`src/sv/rmed_pkg.sv`:
```
// Shared widths and types for the multichannel running median filter.
package rmed_pkg;

	localparam int CHAN_W   = 4;
	localparam int SAMPLE_W = 16;

	typedef logic signed [SAMPLE_W-1:0] sample_t;
	typedef logic [CHAN_W-1:0]          chan_t;

endpackage

```
`src/sv/rmed_if.sv`:
```
// Valid/ready stream interfaces for tagged samples in and medians out.
interface rmed_in_if;
	logic              valid;
	logic              ready;
	rmed_pkg::chan_t   chan;
	rmed_pkg::sample_t sample;

	modport source(output valid, output chan, output sample, input ready);
	modport sink(input valid, input chan, input sample, output ready);
endinterface

interface rmed_out_if;
	logic              valid;
	logic              ready;
	rmed_pkg::sample_t median;

	modport source(output valid, output median, input ready);
	modport sink(input valid, input median, output ready);
endinterface

```
`src/sv/rmed_window.sv`:
```
// Per-channel window store with fill count and oldest slot, updated once per transfer.
module rmed_window #(
	parameter int WINDOW   = 9,
	parameter int CHANNELS = 9,
	parameter int CH_IW    = 4,
	parameter int CW       = 4
) (
	input  logic                                  clk,
	input  logic                                  arst_n,
	input  logic                                  wr_en,
	input  logic [CH_IW-1:0]                      ch,
	input  rmed_pkg::sample_t                     sample,
	output rmed_pkg::sample_t [WINDOW-1:0]        nxt_win,
	output logic [CW-1:0]                         nxt_cnt
);
	import rmed_pkg::*;

	localparam int PW = (WINDOW > 1) ? $clog2(WINDOW) : 1;

	sample_t [WINDOW-1:0] win_q [CHANNELS];
	logic [CW-1:0]        cnt_q [CHANNELS];
	logic [PW-1:0]        pos_q [CHANNELS];

	sample_t [WINDOW-1:0] row;
	logic [CW-1:0]        cnt;
	logic [PW-1:0]        pos;
	logic [PW-1:0]        slot;
	logic [PW-1:0]        nxt_pos;
	logic                 filling;

	always_comb begin
		row     = win_q[ch];
		cnt     = cnt_q[ch];
		pos     = pos_q[ch];
		filling = (cnt < CW'(WINDOW));
		slot    = filling ? PW'(cnt) : pos;
		for (int k = 0; k < WINDOW; k++) begin
			nxt_win[k] = (PW'(k) == slot) ? sample : row[k];
		end
		if (filling) begin
			nxt_cnt = cnt + CW'(1);
			nxt_pos = pos;
		end else begin
			nxt_cnt = cnt;
			nxt_pos = (pos == PW'(WINDOW - 1)) ? '0 : pos + PW'(1);
		end
	end

	always_ff @(posedge clk or negedge arst_n) begin
		if (!arst_n) begin
			for (int c = 0; c < CHANNELS; c++) begin
				cnt_q[c] <= '0;
				pos_q[c] <= '0;
			end
		end else if (wr_en) begin
			cnt_q[ch] <= nxt_cnt;
			pos_q[ch] <= nxt_pos;
		end
	end

	always_ff @(posedge clk) begin
		if (wr_en) begin
			win_q[ch] <= nxt_win;
		end
	end

endmodule

```
`src/sv/rmed_rank.sv`:
```
// Rank selection of the middle element of one window snapshot, with result register.
module rmed_rank #(
	parameter int WINDOW = 9,
	parameter int CW     = 4
) (
	input  logic                           clk,
	input  logic                           load,
	input  rmed_pkg::sample_t [WINDOW-1:0] win,
	input  logic [CW-1:0]                  cnt,
	output rmed_pkg::sample_t              median
);
	import rmed_pkg::*;

	localparam int MID = WINDOW / 2;

	logic [CW-1:0] lt_c;
	logic [CW-1:0] le_c;
	sample_t       pick;
	sample_t       med_q;

	always_comb begin
		pick = '0;
		lt_c = '0;
		le_c = '0;
		for (int i = 0; i < WINDOW; i++) begin
			lt_c = '0;
			le_c = '0;
			for (int j = 0; j < WINDOW; j++) begin
				if (CW'(j) < cnt) begin
					if (win[j] < win[i]) begin
						lt_c = lt_c + CW'(1);
					end
					if (win[j] <= win[i]) begin
						le_c = le_c + CW'(1);
					end
				end
			end
			if ((CW'(i) < cnt) && (lt_c <= CW'(MID)) && (le_c > CW'(MID))) begin
				pick = win[i];
			end
		end
	end

	always_ff @(posedge clk) begin
		if (load) begin
			med_q <= pick;
		end
	end

	assign median = med_q;

endmodule

```
`src/sv/multichannel_running_median9.sv`:
```
// Top level of the multichannel running median filter with per-channel windows.
// Each result passes through the input register, the snapshot stage and the result register.
// Throughput: one sample per cycle, sustained while the median output is ready, for any mix of channels.
// The window state is updated when a sample leaves the input register, so a
// following sample of the same channel sees it at once.
// Reset clears every fill count, oldest slot and all pipeline valid flags.
module multichannel_running_median9 #(
	parameter int WINDOW   = 9,
	parameter int CHANNELS = 9
) (
	input  logic       clk,
	input  logic       arst_n,
	rmed_in_if.sink    samples,
	rmed_out_if.source medians
);
	import rmed_pkg::*;

	localparam int CH_IW = (CHANNELS > 1) ? $clog2(CHANNELS) : 1;
	localparam int CW    = $clog2(WINDOW + 1);

	localparam logic [CHAN_W:0] CH_LIM = (CHAN_W + 1)'(CHANNELS);

	logic                 s1_v_q;
	logic                 s2_v_q;
	logic                 out_v_q;
	logic [CH_IW-1:0]     ch_s1;
	sample_t              smp_s1;
	sample_t [WINDOW-1:0] win_s2;
	logic [CW-1:0]        cnt_s2;
	sample_t [WINDOW-1:0] nxt_win;
	logic [CW-1:0]        nxt_cnt;
	logic [CH_IW-1:0]     ch_in;
	logic                 out_free;
	logic                 s2_free;
	logic                 s2_adv;
	logic                 s1_adv;
	logic                 in_xfer;

	assign out_free      = !out_v_q || medians.ready;
	assign s2_adv        = s2_v_q && out_free;
	assign s2_free       = !s2_v_q || out_free;
	assign s1_adv        = s1_v_q && s2_free;
	assign samples.ready = !s1_v_q || s2_free;
	assign in_xfer       = samples.valid && samples.ready;

	assign ch_in = ({1'b0, samples.chan} >= CH_LIM) ? CH_IW'(CHANNELS - 1)
	                                                : CH_IW'(samples.chan);

	always_ff @(posedge clk or negedge arst_n) begin
		if (!arst_n) begin
			s1_v_q  <= 1'b0;
			s2_v_q  <= 1'b0;
			out_v_q <= 1'b0;
		end else begin
			if (in_xfer) begin
				s1_v_q <= 1'b1;
			end else if (s1_adv) begin
				s1_v_q <= 1'b0;
			end
			if (s1_adv) begin
				s2_v_q <= 1'b1;
			end else if (s2_adv) begin
				s2_v_q <= 1'b0;
			end
			if (s2_adv) begin
				out_v_q <= 1'b1;
			end else if (medians.ready) begin
				out_v_q <= 1'b0;
			end
		end
	end

	always_ff @(posedge clk) begin
		if (in_xfer) begin
			ch_s1  <= ch_in;
			smp_s1 <= samples.sample;
		end
		if (s1_adv) begin
			win_s2 <= nxt_win;
			cnt_s2 <= nxt_cnt;
		end
	end

	rmed_window #(
		.WINDOW   (WINDOW),
		.CHANNELS (CHANNELS),
		.CH_IW    (CH_IW),
		.CW       (CW)
	) u_window (
		.clk     (clk),
		.arst_n  (arst_n),
		.wr_en   (s1_adv),
		.ch      (ch_s1),
		.sample  (smp_s1),
		.nxt_win (nxt_win),
		.nxt_cnt (nxt_cnt)
	);

	rmed_rank #(
		.WINDOW (WINDOW),
		.CW     (CW)
	) u_rank (
		.clk    (clk),
		.load   (s2_adv),
		.win    (win_s2),
		.cnt    (cnt_s2),
		.median (medians.median)
	);

	assign medians.valid = out_v_q;

	a_ready_when_empty: assert property (@(posedge clk) disable iff (!arst_n)
		!s1_v_q |-> samples.ready)
		else $error("Input not ready while the input register is empty.");

	a_s1_to_s2: assert property (@(posedge clk) disable iff (!arst_n)
		s1_adv |=> s2_v_q)
		else $error("Sample left the input register but the snapshot stage is empty.");

	a_s2_hold: assert property (@(posedge clk) disable iff (!arst_n)
		(s2_v_q && !out_free) |=> (s2_v_q && $stable(cnt_s2)))
		else $error("Snapshot stage changed while the result register was stalled.");

	a_cnt_range: assert property (@(posedge clk) disable iff (!arst_n)
		s2_v_q |-> ((cnt_s2 != '0) && (cnt_s2 <= CW'(WINDOW))))
		else $error("Window fill count out of range.");

endmodule

```
`src/flat_wrapper.sv`:
```
// flat-port wrapper written by rule: the top's interface ports become plain ports
module multichannel_running_median9_flat import rmed_pkg::*;
#(
	parameter int WINDOW   = 9,
	parameter int CHANNELS = 9
)
  (clk, arst_n, samples_valid, samples_chan, samples_sample, samples_ready, medians_valid, medians_median, medians_ready);
  rmed_in_if samples_i ();
  rmed_out_if medians_i ();
  input  logic clk;
  input  logic arst_n;
  input wire logic [$bits(samples_i.valid)-1:0] samples_valid;
  input wire logic [$bits(samples_i.chan)-1:0] samples_chan;
  input wire logic [$bits(samples_i.sample)-1:0] samples_sample;
  output wire logic [$bits(samples_i.ready)-1:0] samples_ready;
  output wire logic [$bits(medians_i.valid)-1:0] medians_valid;
  output wire logic [$bits(medians_i.median)-1:0] medians_median;
  input wire logic [$bits(medians_i.ready)-1:0] medians_ready;
  assign samples_i.valid = samples_valid;
  assign samples_i.chan = samples_chan;
  assign samples_i.sample = samples_sample;
  assign samples_ready = samples_i.ready;
  assign medians_valid = medians_i.valid;
  assign medians_median = medians_i.median;
  assign medians_i.ready = medians_ready;
  multichannel_running_median9 #(.WINDOW(WINDOW), .CHANNELS(CHANNELS)) u_core (.clk(clk), .arst_n(arst_n), .samples(samples_i), .medians(medians_i));
endmodule
```
`config.mk`:
```
export PLATFORM = sky130hd
export DESIGN_NAME = multichannel_running_median9_flat
export DESIGN_NICKNAME = d
export VERILOG_FILES = /design/src/sv/rmed_pkg.sv /design/src/sv/rmed_if.sv /design/src/sv/rmed_window.sv /design/src/sv/rmed_rank.sv /design/src/sv/multichannel_running_median9.sv /design/src/flat_wrapper.sv
export SDC_FILE = /design/constraint.sdc
export NUM_CORES = 2
export LEC_CHECK = 0
export ABC_CLOCK_PERIOD_IN_PS = 10850
export BUFFER_PORTS_ARGS = -buffer_cell sky130_fd_sc_hd__buf_4
export CAP_MARGIN = 20
export CORE_UTILIZATION = 65
export CTS_CLUSTER_DIAMETER = 120
export DETAILED_ROUTE_END_ITERATION = 12
export PLACE_DENSITY = 0.79
export SETUP_SLACK_MARGIN = 0.02
export SYNTH_ARGS = -nofsm -noshare
export SYNTH_HDL_FRONTEND = slang
export SYNTH_SLANG_ARGS = --single-unit
```
`constraint.sdc`:
```
create_clock -name clk -period 10.85 [get_ports clk]
set_input_delay 1.085 -clock clk [delete_from_list [all_inputs] [get_ports clk]]
set_output_delay 1.085 -clock clk [all_outputs]
set_load 0.03 [all_outputs]
```
==> results by group <==
Die
  – Die extent in y: 367.0 microns
  – Num rows: 133
  – Width of the die: 367.0 microns
  – Core Box Area: 131,800 sq um
  – Area of the die: 134,700 sq um
  – Number of top-level design ports: 42
  – Starting Density: 65.71%

Synthesis
  – Library cells used by synthesis: 124
  – Netlist area before placement: 86,600 sq um
  – Number of flops mapped to enable cells by yosys: 1,480
  – Number of warnings reported in the yosys synthesis log: 0
  – Post-Synthesis Net Count: 7,214
  – Count of mapped cells out of synthesis: 6,476
  – Sequential area share after synthesis: 53.58%
  – Fraction of registers with async set/reset: 4.811%
  – Post-synthesis sequential element count: 1,559
  – Primary flip-flop cell chosen by synthesis mapping: edfxtp_1
  – Syn_area_per_cell: 13.37 sq um

Route
  – Remaining DRCs: 0
  – Routed wire length per instance: 37.18 microns
  – Post-detailed-route via-to-cell ratio: 7.505
  – Number of detailed-route iterations in the first pass: 9
  – Number of antenna-violating nets in the routed design: 0
  – Number of DRC markers in iteration 0: 10,270
  – Via count: 64,000
  – Aggregate routed wire length: 317.1 mm

Final layout
  – Fill cell total of the finished layout: 8,070
  – Net count reported at finish: 7,381
  – Share of cells above drive strength 1: 15.22%
  – Filler-free cell count of the finished design: 8,527
  – Post-synthesis to final-layout area growth: 9.463%

GRT
  – First-pass GRT wire length: 442.2 mm
  – Pin count of the biggest net entering global routing: 143
  – Antenna violations before repair: 25
  – Gr usage total: 46.74%
  – Via count of the first global-routing pass: 61,580
  – GR Overflow Total: 0

Critical path
  – Required time worst endpoint: 11.38 ns
  – Startpoint class of the critical path: register
  – Critical path capture point type: register
  – Largest fanout of any net on the critical path: 16
  – Signal arrival time at the worst endpoint: 10.87 ns
  – Critical path class: register to register
  – Critical-path cell with the highest stage delay: inv_1
  – Cell with the most instances on the worst path: ha_1
  – Largest incremental delay on the critical path: 0.52 ns
  – Reg2reg setup slack: 0.51 ns

Placement
  – Post-DP HPWL: 208.0 mm
  – Post-placement cell count: 8,222
  – Port Buffer Count: 41
  – Routability cong.: 1.101

STA
  – Fmax: 96.75 MHz
  – Setup_tns: 0 ns
  – Worst slew pin tran: 1.284 ns
  – Relative max-transition margin: 13.85%
  – RSZ-0062 raised after global routing: false
  – Hold Slack: 0.3908 ns
  – Final number of setup-violating endpoints: 0
  – Period utilisation layout: 95.26%
  – Fin Clk Skew: 0.05861 ns
  – Number of hold violations in the final report: 0
  – Shortest clock period the worst path allows after layout: 10.34 ns
  – Max-slew violation count: 0

Run status
  – Run status: complete, no violations

Power
  – Total power density per cell area: 260.8 nW/um^2
  – Reg power frac: 31.2%
  – Static Leakage: 35.43 nW
  – Gate power share: 47.4%
  – Net load switching power: 10.10 mW
  – Share of total power in the clock network: 21.4%
  – Internal power consumption: 14.63 mW
  – Worst ir drop on vdd: 0.3060 mV
  – Sw Ratio: 40.84%

Clocking
  – Number of clock sinks: 1,559
  – CTS tree: done
  – Postcts setup bufs: 0
  – Number of hold-repair buffers added at the cts stage: 0
  – Resize count post-CTS: 0
  – Clock latency on the worst-skew pair: 0.84 ns
  – Library cell used as clock root buffer: clkbuf_16
  – H-tree depth: 4
  – Clock input transition at the sequential cells of the worst setup and hold paths: 0.07 ns
  – Inserted Clock Buffers: 152
  – Max clock buf depth: 3

Run
  – Number of maximum-capacitance constraint violations: 0

Hold path
  – Min-Delay Path Class: primary input to async pin
registers in the layout (all words and copies together), names as in the netlist, named ones only:
signal and flops:
u_core.u_window.win_q 1296, u_core.cnt_s2 4, u_core.s1_v_q 1, u_core.u_window.pos_q 36, u_core.u_rank.median 16, u_core.smp_s1 16, u_core.s2_v_q 1, u_core.u_window.cnt_q 36
u_core.ch_s1 4, u_core.medians.valid 1, u_core.win_s2 144
metal layers:
metal  vias to the layer above  global-route usage, %  wire length [microns]
li1                      25710                      -                      -
met1                     31370                  59.21                 107200
met2                      5616                  71.88                 141100
met3                      1278                  11.27                  41120
met4                        24                  31.32                  27250
met5                         -                      0                    379
Yosys cell counts, drive strengths merged (128+ instances only):
library cell | number | area (sq um)
clkbuf | 160 | 600.6
nor2 | 272 | 1039
mux4 | 304 | 6847
inv | 309 | 1160
ha | 714 | 8934
nand4 | 151 | 959.7
nand2 | 548 | 2059
xnor2 | 128 | 1226
o21ai | 359 | 1797
mux2 | 138 | 1554
edfxtp | 1480 | 44440
mux2i | 211 | 2128
a21oi | 255 | 1295
power by group through the flow:
stage / sequential (mW) / clock [mW] / combinational (mW)
after detailed placement: 7.78 / 0 / 11.1
after global placement: 7.77 / 0 / 10.7
final: 7.72 / 5.29 / 11.7
after CTS: 7.67 / 5.27 / 11.3
after floorplan: 7.58 / 0 / 7.98
after global routing: 7.69 / 5.47 / 12.5
per-stage QoR:
stage | instance area, sq um | setup slack (ns) | power, mW | util [%]
after floorplan | 86600 | 2.282 | 15.56 | -
after global placement | 89670 | 1.041 | 18.51 | 68.04
after detailed placement | 89760 | 0.9869 | 18.91 | 68.10
after CTS | 94600 | 0.8573 | 24.23 | 71.77
after global routing | 94770 | 0.1661 | 25.68 | 71.91
final | 94800 | 0.5139 | 24.73 | 71.93
layout by cell type, fill, tap and decap left out, drive strengths merged, types with 75 or more instances in the layout:
cell type | synthesis | routed
edfxtp | 1480 | 1480
ha | 714 | 714
nand2 | 548 | 548
o21ai | 359 | 359
inv | 309 | 322
mux4 | 304 | 304
nor2 | 272 | 272
a21oi | 255 | 255
buf | 75 | 239
mux2i | 211 | 211
clkbuf | 160 | 199
nand4 | 151 | 151
mux2 | 138 | 138
xnor2 | 128 | 128
nand3 | 118 | 118
nor3 | 79 | 79
dfrtp | 75 | 75
path summary, 6_finish.rpt:
kind | cells after the start | to | startpoint
setup / recovery | 43 | u_core.u_rank.median[2] | u_core.win_s2[106]
hold / removal | 1 | u_core.u_window.cnt_q[10] | arst_n
setup reg to reg | 43 | u_core.u_rank.median[2] | u_core.win_s2[106]
hold reg to reg | 2 | u_core.u_window.pos_q[32] | u_core.u_window.pos_q[32]
max in group asynchronous | 1 | u_core.u_window.cnt_q[23] | arst_n
min in group clk | 1 | u_core.smp_s1[4] | samples_sample[4]
critical path: cells and delay by family, from the launching register on:
kind            cells  cell delay, ns
flops               1            0.43
fa+ha+maj           9            2.63
compound gates     11            3.01
buf+inv             5            1.20
mux                 1            0.05
simple gates       17            2.69
cell type report:
type	count	area, sq um	area share [%]
antenna	13	32.53	0.03432
clock buffer	191	4034	4.255
clock inverter	79	802.0	0.8460
inverter	310	1235	1.303
multi-input combinational	4372	38130	40.22
sequential	1559	46410	48.96
tap	1755	2196	2.316
timing repair buffer	248	1959	2.067
cells by family after synthesis:
family	after synthesis	share of synthesized area (%)
AOI/OAI and AO/OA	1230	9.489
xor gates and xnor gates	236	3.200
DFF	1559	53.58
adders and majority gates	714	10.32
buffers and inverters	545	2.455
muxes	653	12.16
and+or+nand+nor	1539	8.806
Note: power is estimated with default switching activity, not from simulation.
